--- src/sv/tsp_pkg.sv ---
`default_nettype none
// ----------------------------------------------------------------------------
// tsp_pkg: shared types and constants of the tuple segment parser
// Result kind codes, tag bytes, configuration register indexes and the
// result record that travels from the parser logic to the output stage.
// ----------------------------------------------------------------------------
package tsp_pkg;

	localparam int NAME_CHARS = 8;
	localparam int CFG_INDEX_W = 2;

	localparam logic [7:0] TAG_INT    = 8'd1;
	localparam logic [7:0] TAG_FLOAT  = 8'd3;
	localparam logic [7:0] TAG_STRING = 8'd5;
	localparam logic [7:0] TAG_END    = 8'd23;

	localparam logic [CFG_INDEX_W-1:0] REG_NAME_BYTES  = 2'd0;
	localparam logic [CFG_INDEX_W-1:0] REG_NAME_LENGTH = 2'd1;

	typedef enum logic [2:0] {
		KIND_INT      = 3'd0,
		KIND_FLOAT    = 3'd1,
		KIND_STR_BYTE = 3'd2,
		KIND_END      = 3'd3,
		KIND_MISMATCH = 3'd4,
		KIND_BAD_TAG  = 3'd5,
		KIND_OVERFLOW = 3'd6
	} kind_t;

	typedef struct packed {
		kind_t       kind;
		logic [3:0]  field_number;
		logic [31:0] word_value;
		logic        string_last;
		logic [10:0] total_length;
	} result_t;

endpackage
`default_nettype wire

--- src/sv/tuple_segment_parser.sv ---
`default_nettype none
// ----------------------------------------------------------------------------
// tuple_segment_parser: byte-stream parser for tagged tuple segments
// Checks the configured name, then decodes int, float, string and end tags
// and reports one result per data word, string byte, end or error.
// ----------------------------------------------------------------------------
// The parser takes one byte in every cycle while in_ready is high. The byte
// is decoded in the cycle it is accepted and its result, if any, goes into
// the output register, or into the skid entry behind it while the output
// register holds a result not yet taken. in_ready stays high while a single
// result waits; it drops only while both entries hold results, and returns
// once the consumer takes one. State needs no clearing pass after reset.
module tuple_segment_parser #(
	parameter int MAX_FIELDS    = 16,
	parameter int SEGMENT_BYTES = 1024
) (
	input  wire                                 clk,
	input  wire                                 arst_n,

	input  wire                                 cfg_valid,
	output logic                                cfg_ready,
	input  wire  [tsp_pkg::CFG_INDEX_W-1:0]     cfg_index,
	input  wire  [63:0]                         cfg_data,

	input  wire                                 in_valid,
	output logic                                in_ready,
	input  wire  [7:0]                          data_byte,
	input  wire                                 segment_start,

	output logic                                out_valid,
	input  wire                                 out_ready,
	output logic [2:0]                          kind,
	output logic [3:0]                          field_number,
	output logic [31:0]                         word_value,
	output logic                                string_last,
	output logic [10:0]                         total_length
);

	localparam int PW = $clog2(SEGMENT_BYTES + 1);
	localparam int FW = $clog2(MAX_FIELDS + 1);
	localparam logic [PW-1:0] SEG_LIMIT = PW'(SEGMENT_BYTES);
	localparam logic [FW-1:0] FIELD_LIMIT = FW'(MAX_FIELDS);

	typedef enum logic [2:0] {
		PH_IDLE,
		PH_NAME,
		PH_TAG,
		PH_NUM,
		PH_STR
	} phase_t;

	// Configuration registers
	logic [63:0] name_bytes_q;
	logic [3:0]  name_length_q;

	// Parser state
	phase_t       phase_q, phase_d;
	logic [PW-1:0] pos_q, pos_d;
	logic [1:0]   cnt_q, cnt_d;
	logic [23:0]  acc_q, acc_d;
	logic [FW-1:0] fc_q, fc_d;
	logic         isf_q, isf_d;

	// Working copies after a segment start has been applied
	phase_t        ph;
	logic [PW-1:0] pos;
	logic [PW-1:0] pos_inc;
	logic [1:0]    cnt;
	logic [23:0]   acc;
	logic [FW-1:0] fc;
	logic          isf;
	logic [3:0]    nlen;
	logic [7:0]    want;
	logic [FW+3:0] fc_ext;
	logic [PW+10:0] tl_ext;

	logic              accept;
	logic              emit;
	tsp_pkg::result_t  res;

	// Output stage
	logic              out_valid_q;
	logic              skid_valid_q;
	tsp_pkg::result_t  out_q;
	tsp_pkg::result_t  skid_q;

	assign cfg_ready = 1'b1;
	assign in_ready  = !skid_valid_q;
	assign accept    = in_valid && in_ready;

	always_ff @(posedge clk or negedge arst_n) begin
		if (!arst_n) begin
			name_bytes_q  <= '0;
			name_length_q <= '0;
		end else if (cfg_valid) begin
			if (cfg_index == tsp_pkg::REG_NAME_BYTES) begin
				name_bytes_q <= cfg_data;
			end else if (cfg_index == tsp_pkg::REG_NAME_LENGTH) begin
				name_length_q <= cfg_data[3:0];
			end
		end
	end

	always_comb begin
		nlen = (name_length_q > 4'(tsp_pkg::NAME_CHARS)) ? 4'(tsp_pkg::NAME_CHARS)
			: name_length_q;
		// A segment start clears the partial parse before this byte is decoded.
		ph  = segment_start ? PH_NAME : phase_q;
		pos = segment_start ? '0 : pos_q;
		cnt = segment_start ? '0 : cnt_q;
		acc = segment_start ? '0 : acc_q;
		fc  = segment_start ? '0 : fc_q;
		isf = segment_start ? 1'b0 : isf_q;
		pos_inc = pos + 1'b1;
		want    = name_bytes_q[{pos[2:0], 3'b000} +: 8];
		fc_ext  = {4'b0000, fc};
		tl_ext  = {11'b0, pos_inc};

		phase_d = ph;
		pos_d   = pos;
		cnt_d   = cnt;
		acc_d   = acc;
		fc_d    = fc;
		isf_d   = isf;

		emit              = 1'b0;
		res.kind          = tsp_pkg::KIND_OVERFLOW;
		res.field_number  = '0;
		res.word_value    = '0;
		res.string_last   = 1'b0;
		res.total_length  = '0;

		if (ph == PH_IDLE) begin
			emit = 1'b0;
		end else if (pos >= SEG_LIMIT) begin
			emit     = 1'b1;
			res.kind = tsp_pkg::KIND_OVERFLOW;
			phase_d  = PH_IDLE;
		end else begin
			pos_d = pos_inc;
			unique case (ph)
				PH_NAME: begin
					if (pos < PW'(nlen)) begin
						if (data_byte != want) begin
							emit     = 1'b1;
							res.kind = tsp_pkg::KIND_MISMATCH;
							phase_d  = PH_IDLE;
						end
					end else begin
						phase_d = PH_TAG;
					end
				end
				PH_TAG: begin
					if (data_byte == tsp_pkg::TAG_END) begin
						emit             = 1'b1;
						res.kind         = tsp_pkg::KIND_END;
						res.total_length = tl_ext[10:0];
						phase_d          = PH_IDLE;
					end else if (data_byte == tsp_pkg::TAG_INT ||
							data_byte == tsp_pkg::TAG_FLOAT ||
							data_byte == tsp_pkg::TAG_STRING) begin
						if (fc >= FIELD_LIMIT) begin
							emit     = 1'b1;
							res.kind = tsp_pkg::KIND_OVERFLOW;
							phase_d  = PH_IDLE;
						end else if (data_byte == tsp_pkg::TAG_STRING) begin
							phase_d = PH_STR;
						end else begin
							phase_d = PH_NUM;
							isf_d   = (data_byte == tsp_pkg::TAG_FLOAT);
							cnt_d   = '0;
							acc_d   = '0;
						end
					end else begin
						emit           = 1'b1;
						res.kind       = tsp_pkg::KIND_BAD_TAG;
						res.word_value = {24'b0, data_byte};
						phase_d        = PH_IDLE;
					end
				end
				PH_NUM: begin
					if (cnt != 2'd3) begin
						acc_d = {acc[15:0], data_byte};
						cnt_d = cnt + 2'd1;
					end else begin
						emit             = 1'b1;
						res.kind         = isf ? tsp_pkg::KIND_FLOAT : tsp_pkg::KIND_INT;
						res.field_number = fc_ext[3:0];
						res.word_value   = {acc, data_byte};
						cnt_d            = '0;
						acc_d            = '0;
						fc_d             = fc + 1'b1;
						phase_d          = PH_TAG;
					end
				end
				PH_STR: begin
					emit             = 1'b1;
					res.kind         = tsp_pkg::KIND_STR_BYTE;
					res.field_number = fc_ext[3:0];
					res.word_value   = {24'b0, data_byte};
					res.string_last  = (data_byte == 8'd0);
					if (data_byte == 8'd0) begin
						fc_d    = fc + 1'b1;
						phase_d = PH_TAG;
					end
				end
				default: begin
					phase_d = PH_IDLE;
				end
			endcase
		end
	end

	always_ff @(posedge clk or negedge arst_n) begin
		if (!arst_n) begin
			phase_q <= PH_IDLE;
			pos_q   <= '0;
			cnt_q   <= '0;
			acc_q   <= '0;
			fc_q    <= '0;
			isf_q   <= 1'b0;
		end else if (accept) begin
			phase_q <= phase_d;
			pos_q   <= pos_d;
			cnt_q   <= cnt_d;
			acc_q   <= acc_d;
			fc_q    <= fc_d;
			isf_q   <= isf_d;
		end
	end

	// Output register with one skid entry behind it.
	always_ff @(posedge clk or negedge arst_n) begin
		if (!arst_n) begin
			out_valid_q  <= 1'b0;
			skid_valid_q <= 1'b0;
		end else if (skid_valid_q) begin
			if (out_ready) begin
				skid_valid_q <= 1'b0;
			end
		end else if (accept && emit) begin
			if (out_valid_q && !out_ready) begin
				skid_valid_q <= 1'b1;
			end else begin
				out_valid_q <= 1'b1;
			end
		end else if (out_ready) begin
			out_valid_q <= 1'b0;
		end
	end

	always_ff @(posedge clk) begin
		if (skid_valid_q) begin
			if (out_ready) begin
				out_q <= skid_q;
			end
		end else if (accept && emit) begin
			if (out_valid_q && !out_ready) begin
				skid_q <= res;
			end else begin
				out_q <= res;
			end
		end
	end

	assign out_valid    = out_valid_q;
	assign kind         = out_q.kind;
	assign field_number = out_q.field_number;
	assign word_value   = out_q.word_value;
	assign string_last  = out_q.string_last;
	assign total_length = out_q.total_length;

endmodule
`default_nettype wire

--- config.mk ---
export PLATFORM = sky130hd
export DESIGN_NAME = tuple_segment_parser
export DESIGN_NICKNAME = d
export VERILOG_FILES = /design/src/sv/tsp_pkg.sv /design/src/sv/tuple_segment_parser.sv
export SDC_FILE = /design/constraint.sdc
export NUM_CORES = 1
export LEC_CHECK = 0
export CORE_ASPECT_RATIO = 0.9
export CORE_MARGIN = 3
export CORE_UTILIZATION = 40
export DETAILED_ROUTE_END_ITERATION = 6
export DONT_BUFFER_PORTS = 1
export PLACE_DENSITY_LB_ADDON = 0.05
export SLEW_MARGIN = 20
export SYNTH_ARGS = -nofsm -noshare
export SYNTH_HDL_FRONTEND = slang
export SYNTH_SLANG_ARGS = --single-unit
--- constraint.sdc ---
create_clock -name clk -period 8.1 [get_ports clk]
set_input_delay 1.62 -clock clk [delete_from_list [all_inputs] [get_ports clk]]
set_output_delay 1.62 -clock clk [all_outputs]
set_load 0.01 [all_outputs]
==> results of run 1 <==
## cell type report
type                            count  share of cell area (%)
Sequential cell                   218                    52.1
Multi-Input combinational cell    559                    35.4
Clock buffer                       37                    6.38
Tap cell                          342                    3.74
Clock inverter                      9                    1.32
Timing Repair Buffer               10                   0.656
Inverter                           12                   0.393
Antenna cell                        1                  0.0219
## how the worst max path moves through the flow
stage / start / endpoint / slack, ns
after global placement: segment_start / kind[1] / 3.14
after global routing: skid_valid_q / total_length[1] / 3.26
final: segment_start / total_length[0] / 3.59
after CTS: segment_start / total_length[9] / 3.60
after floorplan: segment_start / field_number[0] / 1.43
after detailed placement: segment_start / total_length[4] / 3.02
## state kept, by name, summed over array words and instances (netlist names)
| name | count |
|---|---|
| acc_q | 24 |
| skid_q | 51 |
| name_bytes_q | 64 |
| out_valid | 1 |
| kind | 3 |
| string_last | 1 |
| field_number | 4 |
| skid_valid_q | 1 |
| cnt_q | 2 |
| total_length | 11 |
| name_length_q | 4 |
| fc_q | 5 |
| phase_q | 3 |
| word_value | 32 |
| pos_q | 11 |
| isf_q | 1 |
## stage by stage
stage	instances	area, um^2	utilization (%)	total power [mW]
after CTS	1187	11400	45.3	2.99
after global routing	1187	11400	45.3	3.08
after floorplan	854	10300	-	1.68
after detailed placement	1141	10600	41.8	1.78
after global placement	1141	10600	41.8	1.77
final	1188	11400	45.3	2.95
## kinds of logic (layout without fill, tap and decap cells)
| logic type | count (synthesis) | count (layout) | share of synthesized area, % |
|---|---|---|---|
| xor+xnor | 17 | 17 | 1.44 |
| mux | 122 | 122 | 13.4 |
| simple gates | 242 | 242 | 11.9 |
| other cells | 1 | 2 | 0.0363 |
| compound gates | 170 | 170 | 11.3 |
| flops | 218 | 218 | 57.8 |
| buf+inv | 77 | 68 | 3.23 |
| fa+ha+maj | 7 | 7 | 0.849 |
## where the power goes
group	internal, mW	switching [mW]	total, mW
sequential	1.27	0.0757	1.35
clock	0.751	0.443	1.19
combinational	0.183	0.222	0.405
total	2.21	0.741	2.95
## metal layers
layer | wire length (um) | part of all wire (%) | GRT usage [%] | vias up
li1 | - | - | - | 3096
met5 | 82 | 0.34 | 0 | -
met3 | 1590 | 6.5 | 4.82 | 62
met2 | 10800 | 44 | 26.6 | 214
met4 | 868 | 3.6 | 6.00 | 12
met1 | 11000 | 45 | 24.0 | 3164
## placed cells by master, fill, tap and decap left out, types with 4 or more instances in the layout
| cell | instances |
|---|---|
| a21o_1 | 5 |
| a21oi_1 | 19 |
| a22o_1 | 9 |
| a22oi_1 | 25 |
| a32oi_1 | 6 |
| and2_1 | 12 |
| and3_1 | 25 |
| buf_4 | 10 |
| bufinv_16 | 4 |
| clkbuf_1 | 6 |
| clkbuf_16 | 25 |
| clkbuf_8 | 6 |
| dfrtp_1 | 116 |
| edfxtp_1 | 102 |
| ha_1 | 7 |
| inv_1 | 10 |
| mux2_2 | 106 |
| mux2i_1 | 14 |
| nand2_1 | 76 |
| nand3_1 | 8 |
| nand4_1 | 6 |
| nor2_1 | 45 |
| nor2b_1 | 14 |
| nor3_1 | 13 |
| nor3b_1 | 13 |
| nor4_1 | 6 |
| o21a_1 | 5 |
| o21ai_0 | 36 |
| o21ai_1 | 10 |
| o21bai_1 | 12 |
| o31ai_1 | 16 |
| xnor2_1 | 5 |
| xor2_1 | 12 |
## worst reg2reg max path, cell delays in order (launching register included)
cell,delay (ns)
dfrtp_1,0.36
buf_4,0.23
inv_2,0.79
nand2_1,0.12
buf_4,0.29
nor2_1,0.39
nand2_1,0.15
nor3_1,0.23
o21ai_1,0.24
a31oi_4,0.70
buf_4,0.49
==> results.py, run 1 <==
metrics = {
    "critical_path": {
        "cp-start-kind": "primary input",
        "worstPathCellList": "nor2b_1 > ha_1 > o21a_1 > o21a_1 > nor3_1 > o21ai_1 > a31oi_4 > buf_4",
        "worstPathBufferInverterCount": 1,
        "arrival_ns": 4.68,
        "end_kind": "register",
        "critPathMaxFanout": 79,
        "critPathKind": "primary input to register",
        "worst-r2r-setup-slack_ns": 3.73,
        "cp_slowest_cell": "nor2b_1",
        "critPathMaxStageDelay_ns": 0.69,
        "required_ns": 8.27,
        "r2r-start": "skid_valid_q",
        "r2r-end": "total_length[0]",
        "crit_top_cell": "o21a_1",
        "worst-path-stages": 8,
        "crit_family": "compound AO/OA/AOI/OAI gates",
        "ff2ff_path_depth": 10,
    },
    "logic_synthesis": {
        "synthFlopType": "dfrtp_1",
        "async_flop_share_pct": 53.2,
        "synth.yosys.seq_area_share_pct": 57.8,
        "ys_ff_latch": 218,
        "syn_inst": 854,
        "synth.avg_cell_area_um2": 12.1,
        "synth_cell_types": 64,
        "synthesis.area_um2": 10300,
        "yosysMostFrequentCell": "dfrtp_1",
        "synth_edf_count": 102,
        "yosys_warnings": 0,
        "yosys-top-cells-count": "dfrtp_1, mux2_2, edfxtp_1, nand2_1, nor2_1",
        "ys_top_cells_by_area": "edfxtp_1, dfrtp_1, mux2_2, nand2_1, a22oi_1",
        "yosysTopAreaCell": "edfxtp_1",
        "syn-num-nets": 941,
        "netlist.area_leader.share_pct": 29.7,
    },
    "global_route": {
        "grt_pass1_vias": 6699,
        "grt_max_degree": 117,
        "grt_pass1_wl_um": 38800,
        "antenna_found_initial": 6,
        "grt_usage_pct": 17.4,
        "grt_overflow": 0,
    },
    "routing": {
        "drtAntennaViolNets": 0,
        "drcViolationCount": 0,
        "routed_wl_um": 24300,
        "drtPass1Iterations": 5,
        "wl_per_cell_um": 20.5,
        "drtIter0Drc": 445,
        "viasPerCell": 5.51,
        "num_vias": 6548,
    },
    "cts": {
        "postCtsResizedCells": 0,
        "clock_latency_ns": 0.52,
        "clock_path_buffers": 3,
        "cts_buffers": 25,
        "htreeDepth": 1,
        "holdBufCountCts": 0,
        "cts_setup_buffers": 0,
        "cts_root_buf": "clkbuf_16",
        "cts_tree": "yes",
        "cts.sinks": 218,
        "clkTransAtPathRegs_ns": 0.06,
    },
    "placed_design": {
        "gp_congestion": 0.868,
        "hpwl_um": 16300,
        "place_ws_ns": 3.02,
        "port_buffers": 0,
    },
    "worst_hold_path": {
        "hp-start": "cnt_q[1]",
        "hold_end": "cnt_q[1]",
        "min_path_cells": 1,
        "hold_path_class": "register to register",
    },
    "floorplan": {
        "start_util_pct": 40.9,
        "die-area_um2": 27800,
        "io_pins": 134,
        "core_area_um2": 25300,
        "die_h_um": 158,
        "num_rows": 55,
        "die_x_um": 175,
    },
    "timing": {
        "hold_viol": 0,
        "tightestPinTransition_ns": 1.02,
        "setup_viol": 0,
        "slew-limit-headroom_pct": 31.8,
        "clock_skew_ns": 0.00902,
        "drv_slew": 0,
        "min_period_ns": 4.51,
        "rsz0062_at_grt": "no",
        "tns_ns": 0,
        "period_share_pct": 55.7,
        "clock.fmax_mhz": 222,
        "fin_ws_ns": 3.59,
        "fin_hold_ws_ns": 0.482,
    },
    "power_and_ir_drop": {
        "power_density_nw_per_um2": 257,
        "vdd.ir_drop.worst_v": 0.000136,
        "p_leak_nw": 4.48,
    },
    "final_layout": {
        "n_fill_cell": 2312,
        "area_growth_pct": 11.0,
        "layout-drive-gt1-share_pct": 20.6,
        "nNetsFinal": 913,
        "multiInputGateArea_um2": 4050,
        "register_area_um2": 5970,
    },
    "run_status": {
        "status": "completed",
    },
    "job": {
        "drv_cap": 0,
    },
}
Note: power is estimated with default switching activity, not from simulation.
==> run 2, diff against run 1 <==
==> constraint.sdc (replaced) <==
create_clock -name clk -period 4.1 [get_ports clk]
set_input_delay 0.82 -clock clk [delete_from_list [all_inputs] [get_ports clk]]
set_output_delay 0.82 -clock clk [all_outputs]
set_load 0.01 [all_outputs]
==> run 2 against run 1 <==
Effect of this change:
- design area about the same
- power is 91% higher
- critical path type is now register to register
- non-clock buffer count grew 7
- hold slack got worse by 0.20 ns
- sequential power increased by 98%
- highest routed layer unchanged
- clock skew rose by 0.0023 ns
- worst setup slack got worse by 2.6 ns
- critical path depth is 1 lower
- final cell count grew 0.51%
- sequential share of layout area is essentially flat
- via count grew 1.6%
- die area did not move
==> results.py, run 2 (synthesis results as in run 1) <==
metrics = {
    "run_status": {
        "status": "completed",
    },
    "global_route": {
        "grt_pass1_wl_um": 38500,
        "grt_usage_pct": 17.2,
        "grt_max_degree": 117,
        "grt_overflow": 0,
        "grt_pass1_vias": 6674,
        "antenna_found_initial": 5,
    },
    "timing": {
        "period_share_pct": 76.5,
        "setup_viol": 0,
        "clock_skew_ns": 0.0113,
        "rsz0062_at_grt": "no",
        "min_period_ns": 3.14,
        "tightestPinTransition_ns": 1.01,
        "hold_viol": 0,
        "tns_ns": 0,
        "clock.fmax_mhz": 319,
        "slew-limit-headroom_pct": 31.8,
        "drv_slew": 0,
    },
    "placed_design": {
        "port_buffers": 0,
        "gp_congestion": 0.844,
        "hpwl_um": 16300,
    },
    "power_and_ir_drop": {
        "power_density_nw_per_um2": 491,
        "p_leak_nw": 4.48,
        "vdd.ir_drop.worst_v": 0.000328,
    },
    "critical_path": {
        "critPathKind": "register to register",
        "critPathMaxFanout": 31,
        "arrival_ns": 3.30,
        "cp-start-kind": "register",
        "end_kind": "register",
        "required_ns": 4.27,
    },
    "routing": {
        "drtAntennaViolNets": 0,
        "routed_wl_um": 24300,
        "wl_per_cell_um": 20.3,
        "drcViolationCount": 0,
        "viasPerCell": 5.57,
        "drtIter0Drc": 493,
        "drtPass1Iterations": 5,
        "num_vias": 6650,
    },
    "final_layout": {
        "layout-drive-gt1-share_pct": 20.8,
        "largest_register_ffs": 64,
        "nNetsFinal": 919,
        "layout_commonest_cell": "dfrtp_1",
        "fin_util_pct": 45.3,
        "n_fill_cell": 2344,
        "top_register": "name_bytes_q",
        "area_growth_pct": 10.9,
        "most-common-layout-cells": "dfrtp_1, mux2_2, edfxtp_1",
    },
    "floorplan": {
        "die-area_um2": 27800,
        "die_x_um": 175,
        "io_pins": 134,
        "core_area_um2": 25300,
        "num_rows": 55,
        "start_util_pct": 40.9,
        "die_h_um": 158,
    },
    "cts": {
        "cts_buffers": 24,
        "cts_tree": "yes",
        "postCtsResizedCells": 0,
        "clock_latency_ns": 0.52,
        "clkTransAtPathRegs_ns": 0.06,
        "cts.sinks": 218,
        "clock_path_buffers": 3,
        "cts_root_buf": "clkbuf_16",
        "htreeDepth": 1,
        "cts_setup_buffers": 0,
    },
    "job": {
        "drv_cap": 0,
    },
    "worst_hold_path": {
        "hold_path_class": "primary input to async pin",
    },
}
## run 2: cell types whose count changed in the layout (fill, tap and decap cells not counted)
cell,previous run,this run
buf_12,0,1
buf_16,0,1
buf_4,10,15
bufinv_16,4,1
clkbuf_1,6,3
clkbuf_8,6,5
clkinv_1,1,6
clkinvlp_4,1,2
diode_2,1,2
inv_6,1,0
## run 2: critical path, cell delays in order (launching register included)
cell	delay, ns
dfrtp_1	0.46
or4_1	0.53
nor4_1	0.44
o21bai_1	0.17
nor3_1	0.29
o21ai_1	0.23
a31oi_4	0.24
buf_4	0.38
## run 2: worst paths after layout
check / startpoint / endpoint / slack, ns / cells after the start
max in group asynchronous: arst_n / fc_q[4] / 3.40 / 1
setup / recovery: pos_q[7] / word_value[20] / 0.96 / 7
setup reg to reg: pos_q[7] / word_value[20] / 0.96 / 7
hold reg to reg: cnt_q[1] / cnt_q[1] / 0.49 / 1
min in group clk: cfg_data[7] / name_bytes_q[7] / 0.44 / 2
hold / removal: arst_n / name_bytes_q[6] / 0.28 / 1
## run 2: routing by layer
| metal | part of all wire (%) | track usage, % | wire length, um |
|---|---|---|---|
| met1 | 45 | 23.5 | 10800 |
| met5 | 0.12 | 0 | 28 |
| met2 | 46 | 27.5 | 11300 |
| met4 | 3.0 | 5.17 | 718 |
| met3 | 6.0 | 4.17 | 1460 |
## run 2: power breakdown
group	internal [mW]	switching, mW
combinational	0.376	0.454
clock	1.26	0.864
sequential	2.51	0.155
## run 2: through the flow
stage	setup WS (ns)	instances	hold WS, ns	power, mW	cell area [um^2]
global placement	0.889	1147	0.470	3.51	10600
CTS	0.970	1192	0.291	5.70	11400
global route	0.806	1194	0.281	5.90	11400
floorplan	0.128	854	0.458	3.31	10300
finish	0.963	1194	0.283	5.62	11400
detailed placement	0.876	1147	0.483	3.53	10600
## run 2: layout make-up
cell class / instances / area [um^2] / area share (%)
Clock buffer: 33 / 706 / 6.17
Antenna cell: 2 / 5.00 / 0.0437
Tap cell: 342 / 428 / 3.74
Clock inverter: 11 / 78.8 / 0.689
Timing Repair Buffer: 17 / 160 / 1.40
Sequential cell: 218 / 5970 / 52.1
Multi-Input combinational cell: 559 / 4050 / 35.4
Inverter: 12 / 45.0 / 0.394
## run 2: what timing repair did
action | CTS | global route
endpoints found under the hold margin | 116 | 0
hold buffers | 1 | 0
setup endpoints to repair | 0 | 0
